===== config.mk =====
export PLATFORM = sky130hd
export DESIGN_NAME = tdr_cell
export DESIGN_NICKNAME = d
export VERILOG_FILES = /design/src/sv/assert_macros.svh /design/src/sv/tdr_pkg.sv /design/src/sv/tdr_cell.sv
export SDC_FILE = /design/constraint.sdc
export NUM_CORES = 1
export LEC_CHECK = 0
export BUFFER_PORTS_ARGS = -buffer_cell sky130_fd_sc_hd__buf_2
export CAP_MARGIN = 20
export CORE_MARGIN = 3
export CORE_UTILIZATION = 30
export CTS_BUF_LIST = sky130_fd_sc_hd__clkbuf_8
export CTS_CLUSTER_DIAMETER = 100
export DETAILED_ROUTE_END_ITERATION = 8
export GPL_TIMING_DRIVEN = 0
export PLACE_DENSITY = 0.7
export SYNTH_ARGS = -nofsm -noshare
export SYNTH_HDL_FRONTEND = slang
export SYNTH_SLANG_ARGS = --single-unit

===== constraint.sdc =====
create_clock -name clock -period 4.5 [get_ports clock]
set_input_delay 0.675 -clock clock [delete_from_list [all_inputs] [get_ports clock]]
set_output_delay 0.675 -clock clock [all_outputs]
set_load 0.005 [all_outputs]

===== src/sv/assert_macros.svh =====
// Assertion macros shared by the redirect block.
`ifndef ASSERT_MACROS_SVH
`define ASSERT_MACROS_SVH

// Same-cycle implication, checked outside reset.
`define ASSERT_IMPLIES(label, clk, rst, ante, cons, msg) \
   label: assert property (@(posedge clk) disable iff (rst) (ante) |-> (cons)) \
      else $error(msg);

// Next-cycle implication, checked outside reset.
`define ASSERT_NEXT(label, clk, rst, ante, cons, msg) \
   label: assert property (@(posedge clk) disable iff (rst) (ante) |=> (cons)) \
      else $error(msg);

`endif


===== src/sv/tdr_pkg.sv =====
// Types, codes and checksum helper for the destination redirect block.
package tdr_pkg;

   localparam int IDX_W = 12;
   localparam int KEY_W = 48;

   typedef logic [IDX_W-1:0] idx_type;
   typedef logic [KEY_W-1:0] key_type;

   localparam logic [1:0] KIND_PACKET = 2'd0;
   localparam logic [1:0] KIND_INSERT = 2'd1;
   localparam logic [1:0] KIND_REMOVE = 2'd2;

   localparam logic [2:0] ACT_PASS     = 3'd0;
   localparam logic [2:0] ACT_NO_MATCH = 3'd1;
   localparam logic [2:0] ACT_REDIRECT = 3'd2;
   localparam logic [2:0] ACT_TABLE_OK = 3'd3;
   localparam logic [2:0] ACT_FULL     = 3'd4;
   localparam logic [2:0] ACT_ABSENT   = 3'd5;

   localparam logic [31:0] LOOPBACK_ADDR  = 32'h7f00_0001;
   localparam logic [15:0] ETHERTYPE_IPV4 = 16'h0800;
   localparam logic [7:0]  PROTO_TCP      = 8'd6;
   localparam logic [16:0] ETH_HDR_BYTES  = 17'd14;
   localparam logic [16:0] MIN_IP_FRAME   = 17'd34;
   localparam logic [16:0] TCP_HDR_BYTES  = 17'd20;

   // Search token walking the cell row.
   typedef struct packed {
      logic    valid;
      key_type key;
      logic    hit;
      idx_type hit_idx;
      logic [15:0] hit_proxy;
      logic    free;
      idx_type free_idx;
   } token_type;

   // Table write broadcast to every cell.
   typedef struct packed {
      logic    en;
      logic    set;
      idx_type idx;
      key_type key;
      logic [15:0] proxy;
   } write_type;

   // RFC 1624 eq. 3 for one 16-bit word.
   function automatic logic [15:0] csum_word(input logic [15:0] sum,
                                             input logic [15:0] oldw,
                                             input logic [15:0] neww);
      logic [17:0] s;
      logic [16:0] f;
      s = {2'b00, ~sum} + {2'b00, ~oldw} + {2'b00, neww};
      f = {1'b0, s[15:0]} + {15'd0, s[17:16]};
      f = {1'b0, f[15:0]} + {16'd0, f[16]};
      return ~f[15:0];
   endfunction

endpackage


===== src/sv/tdr_cell.sv =====
// One table entry of the lookup row; compares the passing token and forwards it.
module tdr_cell #(
   parameter int CELL_INDEX = 0
) (
   input  logic               clock,
   input  logic               reset,
   input  tdr_pkg::token_type tok_in,
   input  tdr_pkg::write_type wr,
   output tdr_pkg::token_type tok_out
);
   import tdr_pkg::*;

   key_type     key_ff;
   logic [15:0] proxy_ff;
   logic        valid_ff;
   token_type   tok_ff, tok_in_next;
   logic        wr_here;

   assign wr_here = wr.en && (wr.idx == idx_type'(CELL_INDEX));

   always_comb begin
      tok_in_next = tok_in;
      if (tok_in.valid && !tok_in.hit && valid_ff && key_ff == tok_in.key) begin
         tok_in_next.hit       = 1'b1;
         tok_in_next.hit_idx   = idx_type'(CELL_INDEX);
         tok_in_next.hit_proxy = proxy_ff;
      end
      if (tok_in.valid && !tok_in.free && !valid_ff) begin
         tok_in_next.free     = 1'b1;
         tok_in_next.free_idx = idx_type'(CELL_INDEX);
      end
   end

   always_ff @(posedge clock) begin
      if (reset) begin
         valid_ff <= 1'b0;
      end else if (wr_here) begin
         valid_ff <= wr.set;
      end
   end

   always_ff @(posedge clock) begin
      if (wr_here && wr.set) begin
         key_ff   <= wr.key;
         proxy_ff <= wr.proxy;
      end
   end

   // Only the token's valid bit needs a reset; the payload follows it.
   always_ff @(posedge clock) begin
      if (reset) begin
         tok_ff.valid <= 1'b0;
      end else begin
         tok_ff.valid <= tok_in_next.valid;
      end
      tok_ff.key       <= tok_in_next.key;
      tok_ff.hit       <= tok_in_next.hit;
      tok_ff.hit_idx   <= tok_in_next.hit_idx;
      tok_ff.hit_proxy <= tok_in_next.hit_proxy;
      tok_ff.free      <= tok_in_next.free;
      tok_ff.free_idx  <= tok_in_next.free_idx;
   end

   assign tok_out = tok_ff;

endmodule


* Word-level counts from Yosys, hierarchy flattened
Cells that the tools add are included.
Word-level totals: register bits after elaboration 156, input bits 171, output and inout bits 91
Cells by class: equality and inequality tests 1, multiplexer cells 1, reductions and logical operators 11
Operators by type and width (count):
- 48-bit == test | 1
- 16-bit 2-to-1 mux | 1
- 12-bit zero test | 1
- 1-bit logical AND | 7
- 1-bit zero test | 3

* Depth between registers and ports, before layout
Gate-level depths: netlist of the first run.
depth in word-level cells 5, mapped depth 7, depth with buffers taken out 5

* Worst setup path before layout of the first run
No wires, ideal clock.
kind input port to flip-flop, start point input wr[71] in the netlist's numbering, end point register key_ff[0], enable pin, library setup time 0.488 ns, data arrival time 3.814 ns, data required time 4.012 ns, path slack 0.198 ns, stages on the path 3, path buffers 0, cell sequence nor4b_1 -> nand4_1 -> nor2_1
On the way: longest elaborated chain between the ends 3
Ends and longest elaborated chain:
- start, declared | line tdr_cell.sv:8 | input tdr_pkg::write_type wr,
- 12-bit zero test | line tdr_cell.sv:19 | assign wr_here = wr.en && (wr.idx == idx_type'(CELL_INDEX));
- 1-bit logical AND | line tdr_cell.sv:19
- 1-bit logical AND | line tdr_cell.sv:43 | if (wr_here && wr.set) begin
- end signal, assigned | line tdr_cell.sv:44 | key_ff <= wr.key;
- end, declared | line tdr_cell.sv:13 | key_type key_ff;
Every way passes these cells. A chain may end at the register's enable or synchronous reset.

==> results of run 1 <==
-- power by group --
part           switching, µW  total (µW)  internal, µW
clock network            495        1070           571
logic                   70.3         173           103
registers               10.3        1520          1510
total                    576        2760          2190
-- synthesized netlist by cell type --
library cell,number
a21oi_1,1
buf_4,2
buf_6,1
clkbuf_1,1
dfxtp_1,92
edfxtp_1,64
inv_1,1
mux2_2,16
nand2_1,2
nand3_1,1
nand4_1,3
nor2_1,3
nor2b_1,25
nor3_1,3
nor3b_1,1
nor4_1,12
nor4_2,1
nor4b_1,1
or2_1,1
or2_2,1
xor2_1,48
-- final cells by class --
type                       instances  area (µm²)
tap                              211       264.0
multi-input combinational        119       943.4
clock buffer                      19       261.5
inverter                           1       3.754
fill                            1432        8549
antenna                            1       2.502
timing repair buffer             263        1346
buffer                             4       30.03
sequential                       156        3764
clock inverter                    12       150.1
-- registers in the layout, summed over array words and instances (netlist names) --
| register | cells |
|---|---|
| tok_out | 91 |
| proxy_ff | 16 |
| key_ff | 48 |
| valid_ff | 1 |
-- worst max-delay path: cells and delay by family, from the launching register on --
family	cells	cell delay, ns
XOR/XNOR	1	0.15
multiplexers	1	0.36
flip-flops	1	0.39
buffers and inverters	1	0.27
AND/OR/NAND/NOR	3	0.99
-- through the flow --
| stage | setup WS, ns | power [µW] | utilization | hold slack, ns | TNS (ns) |
|---|---|---|---|---|---|
| 3_5_place_dp | 1.713 | 1733 | 0.4147 | 0.4592 | 0 |
| 6_report | 2.237 | 2763 | 0.4417 | 0.3611 | 0 |
| 5_1_grt | 2.029 | 2886 | 0.4417 | 0.3142 | 0 |
| 3_3_place_gp | -1.279 | 1726 | 0.4116 | 0.4497 | -82.58 |
| 4_1_cts | 2.139 | 2804 | 0.4416 | 0.3178 | 0 |
| 2_1_floorplan | 0.1981 | 1597 | - | 0.4477 | 0 |
-- cell usage in the layout (no fill, tap or decap), types with 2 or more instances in the layout --
cell / n
clkinvlp_4: 4
bufinv_16: 3
nor2_1: 2
edfxtp_1: 64
xor2_1: 48
nor4_1: 12
dfxtp_1: 92
nand4_1: 3
buf_4: 2
buf_12: 2
nor2b_1: 25
clkinv_4: 2
nand2_1: 2
mux2_2: 16
clkbuf_8: 19
buf_2: 261
nor3_1: 3
inv_1: 3
-- per-layer routing --
layer | up-vias | GRT usage | share of wire
met5 | - | 0 | 0
met4 | 0 | 0.06534 | 0.024
met3 | 16 | 0.06317 | 0.098
met2 | 175 | 0.2318 | 0.51
met1 | 1466 | 0.1353 | 0.37
li1 | 1535 | - | -
-- worst min path at each step --
stage / startpoint / endpoint / slack, ns / depth (start not counted)
after detailed placement: proxy_ff[3]$_DFFE_PP_ / tok_out[16]$_DFF_P_ / 0.46 / 1
after floorplan: proxy_ff[0]$_DFFE_PP_ / tok_out[13]$_DFF_P_ / 0.45 / 1
final: tok_in[69] / tok_out[69]$_DFF_P_ / 0.36 / 1
after global routing: tok_in[51] / tok_out[51]$_DFF_P_ / 0.31 / 1
after CTS: tok_in[69] / tok_out[69]$_DFF_P_ / 0.32 / 1
after global placement: proxy_ff[2]$_DFFE_PP_ / tok_out[15]$_DFF_P_ / 0.45 / 1
-- kinds of logic after synthesis --
group                     count (synthesis)  share of synthesized area
muxes                                    16                    0.03806
and+or+nand+nor                          54                    0.06979
xor gates and xnor gates                 48                    0.08882
AOI/OAI and AO/OA                         1                   0.001056
DFF                                     156                     0.7951
buffers and inverters                     5                   0.007135
==> flow_metrics.env, run 1 <==
export IMPL_period_share=0.5029
export IMPL_antenna_found_initial=1
export IMPL_synth_warnings=0
export IMPL_numCtsBuffers=17
export IMPL_placeableCoreArea_um2=15310
export IMPL_cts_hold_buf=0
export IMPL_slew_headroom=0.6806
export IMPL_start_util=0.3091
export IMPL_grt_pass1_wl_mm=17.55
export IMPL_syn_num_nets=451
export IMPL_hold_path_class="primary input to flop"
export IMPL_initialDrtViolationCount=68
export IMPL_synth_top_area_frac=0.4060
export IMPL_path_clk_slew_ns=0.08
export IMPL_worstPathRequired_ns=4.82
export IMPL_ys_seq_elements=156
export IMPL_critical_path_slowest_cell="nor4_2"
export IMPL_drc_errors=0
export IMPL_worstMarginPinSlew_ns=0.4781
export IMPL_ys_top_cells_by_area="edfxtp_1 41%, dfxtp_1 39%, xor2_1 8.9%"
export IMPL_yosysTopAreaCell="edfxtp_1"
export IMPL_maxCapViolCount=0
export IMPL_r2r_cells=6
export IMPL_clk_insertion_delay_late_ns=0.44
export IMPL_avgViaCountPerCell=4.061
export IMPL_root_buffer="clkbuf_8"
export IMPL_path_cells="xor2_1 > nor4_1 > nand4_1 > nor4_2 > buf_4 > mux2_2"
export IMPL_rsz0062_at_grt="no"
export IMPL_htreeDepth=4
export IMPL_ant_nets=0
export IMPL_hpwlAfterDp_mm=9.142
export IMPL_drtPass1Iterations=4
export IMPL_io_buffers=261
export IMPL_grt_util_all_layers=0.1339
export IMPL_fp_dieW_um=131.6
export IMPL_path_class="flop to flop"
export IMPL_std_cell_rows=45
export IMPL_num_vias=3192
export IMPL_synthDistinctLibCells=21
export IMPL_power_density_nw_per_um2=408.4
export IMPL_finalNetCount=733
export IMPL_placed_cell_area_um2=6351
export IMPL_gp_congestion=0.8088
export IMPL_critPathMaxStageDelay_ns=0.42
export IMPL_dieHeight_um=131.6
export IMPL_ir_drop_mv=0.1681
export IMPL_cts_tree="done"
export IMPL_fin_crit_ns=2.263
export IMPL_die_area_um2=17320
export IMPL_dp_cells=754
export IMPL_wire_per_inst_um=14.67
export IMPL_routed_wl_mm=11.53
export IMPL_gr_total_overflow=0
export IMPL_clock_path_buffers=2
export IMPL_final_layout_size_suffix_gt1_frac=0.5470
export IMPL_fin_worst_skew_ns=0.01125
export IMPL_grt_pass1_vias=3462
export IMPL_grt_start_max_net_pins=33
export IMPL_clkSinkCount=156
export IMPL_fmax_mhz=441.9
export IMPL_ios=262
export IMPL_design_area_um2=6765
export IMPL_cp_endpoint="tok_out[18]$_DFF_P_"
export IMPL_crit_path_end_kind="flop"
export IMPL_timing_rr_start="key_ff[44]$_DFFE_PP_"
export IMPL_crit_start="key_ff[44]$_DFFE_PP_"
export IMPL_slew_violations=0
export IMPL_post_cts_buffers=0
export IMPL_cts_resized=0
export IMPL_leakagePower_uw=0.002976
export IMPL_r2r_end="tok_out[18]$_DFF_P_"
export IMPL_crit_fanout=10
export IMPL_status="complete, no violations"
export IMPL_finalSetupViolations=0
export IMPL_syn_inst=280
export IMPL_hold_viol_final=0
export IMPL_cp_data_arrival_time_ns=2.59
export IMPL_fin_cells=786
export IMPL_area_growth_pct=42.93
export IMPL_reg2reg_slack_ns=2.24
export IMPL_startpoint_type="flop"
export IMPL_post_synth_cell_area_avg_um2=16.90
export IMPL_syn_area_um2=4733
export IMPL_ys_seq_area_frac=0.7951
(Power assumes the default switching activity.)
==> run 2: changes to the inputs <==
- clock period: 4.5 -> 1.89 ns (I/O delays scaled with it)
==> run 2 against run 1 <==
The flow now finishes with violations (setup timing). Register-to-register slack got worse by 2.4 ns. Maximum frequency rose by 7.7%. Via count rose by 17%. Clock power rose by 150%. Global-route usage rose by 2.5 points. Routed wire length rose by 20%. Cell count rose by 15%. First-iteration DRC count rose by 130%. Critical path depth rose by 1. Sequential power rose by 140%. Largest power group unchanged.
==> flow_metrics.env, run 2 (synthesis gave the netlist of run 1 again) <==
export IMPL_status="complete, but fails checks"
export IMPL_failed_checks="setup timing"
export IMPL_period_share=1.112
export IMPL_ant_nets=0
export IMPL_routed_wl_mm=13.88
export IMPL_area_growth_pct=73.01
export IMPL_crit_cells=7
export IMPL_startpoint_type="flop"
export IMPL_root_buffer="clkbuf_8"
export IMPL_slew_violations=0
export IMPL_hold_viol_final=0
export IMPL_fin_ws_ns=-0.2121
export IMPL_crit_fanout=5
export IMPL_grt_pass1_vias=4207
export IMPL_drc_errors=0
export IMPL_critPathMaxStageDelay_ns=0.40
export IMPL_numCtsBuffers=17
export IMPL_cts_tree="done"
export IMPL_avgViaCountPerCell=4.140
export IMPL_dp_cells=754
export IMPL_grt_busiest_layer="met2"
export IMPL_power_density_nw_per_um2=846.5
export IMPL_path_cells="xor2_1 > nor4_2 > nand3_2 > nor4_4 > buf_6 > buf_6 > mux2_4"
export IMPL_finalNetCount=850
export IMPL_design_area_um2=8189
export IMPL_critical_path_slowest_cell="edfxtp_1"
export IMPL_power_share_switching=0.2146
export IMPL_ir_drop_mv=0.5039
export IMPL_fin_worst_skew_ns=0.01139
export IMPL_netSwitchingPower_uw=1488
export IMPL_final_util=0.5347
export IMPL_pwr_share_seq=0.524
export IMPL_leakagePower_uw=0.003609
export IMPL_dieHeight_um=131.6
export IMPL_met3_usage=0.05398
export IMPL_grt_util_all_layers=0.1590
export IMPL_grt_start_max_net_pins=36
export IMPL_placed_cell_area_um2=6372
export IMPL_cp_data_arrival_time_ns=2.43
export IMPL_placeableCoreArea_um2=15310
export IMPL_hold_depth=1
export IMPL_clkSinkCount=156
export IMPL_hold_path_class="primary input to flop"
export IMPL_intPower_uw=5445
export IMPL_slew_headroom=0.6990
export IMPL_gr_total_overflow=0
export IMPL_finalSetupTns_ns=-5.194
export IMPL_antenna_found_initial=1
export IMPL_fin_cells=904
export IMPL_crit_family="simple AND/OR/NAND/NOR gates"
export IMPL_wire_per_inst_um=15.35
export IMPL_final_layout_size_suffix_gt1_frac=0.4855
export IMPL_path_clk_slew_ns=0.08
export IMPL_met1_usage=0.1653
export IMPL_htreeDepth=4
export IMPL_maxCapViolCount=0
export IMPL_grt_pass1_wl_mm=21.50
export IMPL_mostFrequentLayoutCells="261 x buf_2, 112 x dlygate4sd3_1, 92 x dfxtp_1, 64 x edfxtp_1, 48 x xor2_1"
export IMPL_combPwrFrac=0.091
export IMPL_crit_top_cell="buf_6"
export IMPL_fp_dieW_um=131.6
export IMPL_ios=262
export IMPL_final_common_cell="buf_2"
export IMPL_largest_reg_flops=91
export IMPL_clk_insertion_delay_late_ns=0.43
export IMPL_path_class="flop to flop"
export IMPL_die_area_um2=17320
export IMPL_std_cell_rows=45
export IMPL_crit_buf_inv=2
export IMPL_met2_usage=0.2934
export IMPL_finalSetupViolations=29
export IMPL_start_util=0.3091
export IMPL_initialDrtViolationCount=153
export IMPL_drtPass1Iterations=4
export IMPL_fin_crit_ns=2.102
export IMPL_gp_congestion=0.7484
export IMPL_io_buffers=261
export IMPL_worstPathRequired_ns=2.21
export IMPL_hpwlAfterDp_mm=9.100
export IMPL_clock_path_buffers=2
export IMPL_crit_path_end_kind="flop"
export IMPL_fmax_mhz=475.7
export IMPL_r2r_cells=7
export IMPL_num_vias=3743
export IMPL_rsz0062_at_grt="yes"
export IMPL_clkPwrFrac=0.385
export IMPL_worstMarginPinSlew_ns=0.4506
run 2: final timing paths:
| check | slack, ns | end | start |
|---|---|---|---|
| worst min-delay path | 0.05 | key_ff[29]$_DFFE_PP_ | wr[45] |
| worst min register to register | 0.47 | tok_out[19]$_DFF_P_ | proxy_ff[6]$_DFFE_PP_ |
| worst max register to register | -0.21 | tok_out[17]$_DFF_P_ | key_ff[7]$_DFFE_PP_ |
| worst max-delay path | -0.21 | tok_out[17]$_DFF_P_ | key_ff[7]$_DFFE_PP_ |
run 2: what timing repair did:
item,CTS,global route
pin swaps,4,5
hold buffers,112,0
hold endpoints to repair,112,0
cloned,2,0
gates resized for setup,31,13
endpoints found under the setup margin,29,29
buffers inserted,4,0
run 2: layer usage:
layer	vias up	part of all wire
li1	1774	-
met1	1775	0.38
met2	174	0.54
met3	20	0.064
met4	0	0.019
met5	-	0
run 2: cell type report:
class	count	area, µm²
antenna	1	2.502
buffer	3	35.03
clock buffer	20	275.3
clock inverter	12	160.2
fill	1279	7126
inverter	1	3.754
multi-input combinational	119	1112
sequential	156	3764
tap	211	264.0
timing repair buffer	381	2572
run 2: metrics by stage:
| stage | hold WS [ns] | total power [µW] | setup WS (ns) |
|---|---|---|---|
| 6_report | 0.04870 | 6932 | -0.2121 |
| 5_1_grt | 0.007066 | 7233 | -0.3513 |
| 4_1_cts | 0.001402 | 7002 | -0.2760 |
| 3_5_place_dp | 0.4121 | 4129 | -0.5625 |
| 3_3_place_gp | 0.4113 | 4116 | -0.8794 |
| 2_1_floorplan | 0.3112 | 3803 | -0.2476 |
run 2: power groups by stage:
stage / clock network (µW) / logic (µW) / registers (µW)
CTS: 2750 / 618 / 3630
global placement: 0 / 413 / 3700
floorplan: 0 / 79.8 / 3720
detailed placement: 0 / 421 / 3710
finish: 2670 / 632 / 3630
global route: 2910 / 683 / 3640
==> run 3: changes to the inputs <==
- BUFFER_PORTS_ARGS: -buffer_cell sky130_fd_sc_hd__buf_2 -> not set
- DONT_BUFFER_PORTS: not set -> 1
- PLACE_DENSITY: 0.7 -> 0.5
- SLEW_MARGIN: not set -> 30
==> run 3 against run 2 <==
Area after synthesis unchanged. Synthesized cell count did not move. The flow now stops in clock tree synthesis.
==> flow_metrics.env, run 3 <==
export IMPL_synth_warnings=0
export IMPL_fp_dieW_um=131.6
export IMPL_dieHeight_um=131.6
export IMPL_synthMostInstantiatedCell="dfxtp_1"
export IMPL_yosysTopAreaCell="edfxtp_1"
export IMPL_numCtsBuffers=17
export IMPL_cts_resized=21
export IMPL_clock_path_buffers=2
export IMPL_ys_seq_elements=156
export IMPL_gp_congestion=0.6614
export IMPL_syn_num_nets=451
export IMPL_post_synth_cell_area_avg_um2=16.90
export IMPL_hpwlAfterDp_mm=7.936
export IMPL_syn_area_um2=4733
export IMPL_status="did not finish"
export IMPL_syn_inst=280
export IMPL_ys_seq_area_frac=0.7951
export IMPL_placed_cell_area_um2=5096
export IMPL_io_buffers=0
export IMPL_synth_edf_count=64
export IMPL_post_cts_buffers=1
export IMPL_stop_stage="clock tree synthesis"
export IMPL_clkSinkCount=156
export IMPL_ys_top_cells_by_area="edfxtp_1 41%, dfxtp_1 39%, xor2_1 8.9%"
export IMPL_error_line="[ERROR RSZ-0060] Max buffer count reached."
export IMPL_start_util=0.3091
export IMPL_dp_cells=494
export IMPL_cts_hold_buf=107
export IMPL_synthDistinctLibCells=21
export IMPL_ios=262
export IMPL_async_flop_share=0
export IMPL_std_cell_rows=45
export IMPL_root_buffer="clkbuf_8"
export IMPL_synthTopCellsByCount="92 x dfxtp_1, 64 x edfxtp_1, 48 x xor2_1"
export IMPL_synth_top_area_frac=0.4060
export IMPL_htreeDepth=4
export IMPL_dominantRegCellSynth="dfxtp_1"
[run 3: cell counts after synthesis]
No cell type changed its count.
[run 3: stage by stage]
stage	worst slack [ns]	setup TNS (ns)	hold WS, ns
floorplan	-0.2476	-15.94	0.3112
global placement	-0.7748	-63.73	0.3114
detailed placement	-0.5817	-14.19	0.3113
[run 3: logic make-up after synthesis]
family	count (synthesis)	share of synthesized area
flip-flops	156	0.7951
multiplexers	16	0.03806
AO/OA/AOI/OAI	1	0.001056
XOR/XNOR	48	0.08882
AND/OR/NAND/NOR	54	0.06979
buffers and inverters	5	0.007135
==> run 4: changes to the inputs <==
- CORE_UTILIZATION: 30 -> 20
- CTS_BUF_LIST: sky130_fd_sc_hd__clkbuf_8 -> not set
- CTS_CLUSTER_DIAMETER: 100 -> not set
- PLACE_DENSITY: 0.5 -> not set
- PLACE_DENSITY_LB_ADDON: not set -> 0.15
- clock period: 1.89 -> 2.5 ns (I/O delays scaled with it)
==> run 4 against run 3 <==
The flow now finishes without violations.
==> flow_metrics.env, run 4 (synthesis gave the netlist of run 1 again) <==
export IMPL_cp_data_arrival_time_ns=2.60
export IMPL_gp_congestion=0.7049
export IMPL_grt_start_max_net_pins=21
export IMPL_slew_violations=0
export IMPL_leakagePower_uw=0.002273
export IMPL_placed_cell_area_um2=5215
export IMPL_path_clk_slew_ns=0.07
export IMPL_gr_total_overflow=0
export IMPL_crit_fanout=10
export IMPL_path_class="flop to flop"
export IMPL_status="complete, no violations"
export IMPL_timing_rr_start="key_ff[44]$_DFFE_PP_"
export IMPL_netSwitchingPower_uw=1181
export IMPL_crit_path_end_kind="flop"
export IMPL_dr_wl_met2_mm=6.152
export IMPL_area_growth_pct=33.86
export IMPL_fin_cells=677
export IMPL_grt_pass1_wl_mm=17.98
export IMPL_maxCapViolCount=0
export IMPL_io_buffers=0
export IMPL_grt_util_all_layers=0.09681
export IMPL_mostFrequentLayoutCells="92 x dfxtp_1, 64 x edfxtp_1, 49 x dlygate4sd3_1, 48 x xor2_1, 25 x nor2b_1"
export IMPL_num_vias=2455
export IMPL_finalNetCount=522
export IMPL_ir_drop_mv=0.2861
export IMPL_period_share=0.9165
export IMPL_ios=262
export IMPL_die_area_um2=25550
export IMPL_hold_path_class="primary input to flop"
export IMPL_clk_insertion_delay_late_ns=0.42
export IMPL_maxUsedRoutingLayer="met5"
export IMPL_cts_tree="done"
export IMPL_antenna_found_initial=3
export IMPL_finalSetupViolations=0
export IMPL_clock_path_buffers=2
export IMPL_post_cts_buffers=0
export IMPL_slew_headroom=0.5808
export IMPL_diodes=0
export IMPL_power_uw=5589
export IMPL_fin_ws_ns=0.2088
export IMPL_placeableCoreArea_um2=22920
export IMPL_design_area_um2=6336
export IMPL_crit_start="key_ff[44]$_DFFE_PP_"
export IMPL_min_delay_start="wr[37]"
export IMPL_wl_met1_mm=4.464
export IMPL_start_util=0.2066
export IMPL_final_layout_size_suffix_gt1_frac=0.1621
export IMPL_avgViaCountPerCell=3.626
export IMPL_seqCellArea_um2=3764
export IMPL_drtPass1Iterations=4
export IMPL_multi_input_area_um2=964.7
export IMPL_dieHeight_um=159.8
export IMPL_largest_reg_flops=91
export IMPL_power_density_nw_per_um2=882.2
export IMPL_pwr_share_seq=0.496
export IMPL_intPower_uw=4409
export IMPL_grt_pass1_vias=2884
export IMPL_dp_cells=596
export IMPL_fmax_mhz=436.5
export IMPL_clkSinkCount=156
export IMPL_rsz0062_at_grt="no"
export IMPL_hold_viol_final=0
export IMPL_met3RoutedLength_mm=1.421
export IMPL_htreeDepth=4
export IMPL_root_buffer="clkbuf_16"
export IMPL_ant_nets=0
export IMPL_std_cell_rows=55
export IMPL_num_fill_cells=2320
export IMPL_combPwrFrac=0.024
export IMPL_routed_wl_mm=12.23
export IMPL_initialDrtViolationCount=66
export IMPL_drc_errors=0
export IMPL_fp_dieW_um=159.8
export IMPL_power_share_switching=0.2112
export IMPL_hpwlAfterDp_mm=8.957
export IMPL_fin_crit_ns=2.291
export IMPL_wire_per_inst_um=18.07
export IMPL_clkPwrFrac=0.480
export IMPL_worstPathRequired_ns=2.81
export IMPL_startpoint_type="flop"
export IMPL_pre_cts_ws_ns=-0.1126
export IMPL_final_common_cell="dfxtp_1"
export IMPL_worstMarginPinSlew_ns=0.6273
export IMPL_numCtsBuffers=17
export IMPL_fin_worst_skew_ns=0.009948
[run 4: metal layers]
layer / global-route usage / vias up
li1: - / 1115
met1: 0.09989 / 1137
met2: 0.1627 / 179
met3: 0.05759 / 18
met4: 0.03550 / 6
met5: 0 / -
[run 4: power by group through the flow]
stage / logic [µW] / clock network (µW) / registers [µW]
after detailed placement: 71.5 / 0 / 2830
after global routing: 147 / 2910 / 2780
final: 132 / 2680 / 2770
after CTS: 134 / 2810 / 2780
after floorplan: 59.4 / 0 / 2820
after global placement: 68.9 / 0 / 2840
[run 4: path summary, 6_finish.rpt]
path | endpoint | slack [ns] | depth (start not counted)
worst max register to register | tok_out[15]$_DFF_P_ | 0.21 | 6
worst max-delay path | tok_out[15]$_DFF_P_ | 0.21 | 6
worst min register to register | tok_out[25]$_DFF_P_ | 0.47 | 1
worst min-delay path | key_ff[21]$_DFFE_PP_ | 0.05 | 0
[run 4: cell type report]
| cell class | instances | area share |
|---|---|---|
| buffer | 4 | 0.004739 |
| clock buffer | 17 | 0.06714 |
| clock inverter | 15 | 0.02903 |
| inverter | 1 | 0.0005924 |
| multi-input combinational | 119 | 0.1523 |
| sequential | 156 | 0.5940 |
| tap | 313 | 0.06181 |
| timing repair buffer | 52 | 0.09044 |
[run 4: worst max-delay path: stages, from the launching register on]
cell,delay [ns]
edfxtp_1,0.41
xor2_1,0.16
nor4_2,0.36
nand4_1,0.28
nor4_4,0.36
buf_4,0.26
mux2_2,0.35
[run 4: per-stage QoR]
step	setup TNS, ns	util	hold slack (ns)
4_1_cts	0	0.2758	0.01610
5_1_grt	0	0.2765	0.01003
3_5_place_dp	-1.485	0.2276	0.4028
2_1_floorplan	0	-	0.4027
3_3_place_gp	-32.13	0.2240	0.4029
6_report	0	0.2765	0.04616
[run 4: repair_timing]
item                       4_1_cts  5_1_grt
pin swaps                        0        0
hold buffers                    49        0
hold endpoints to repair        50        0
gates resized for setup          1        2
gates cloned                     0        0
setup endpoints to repair       16        5
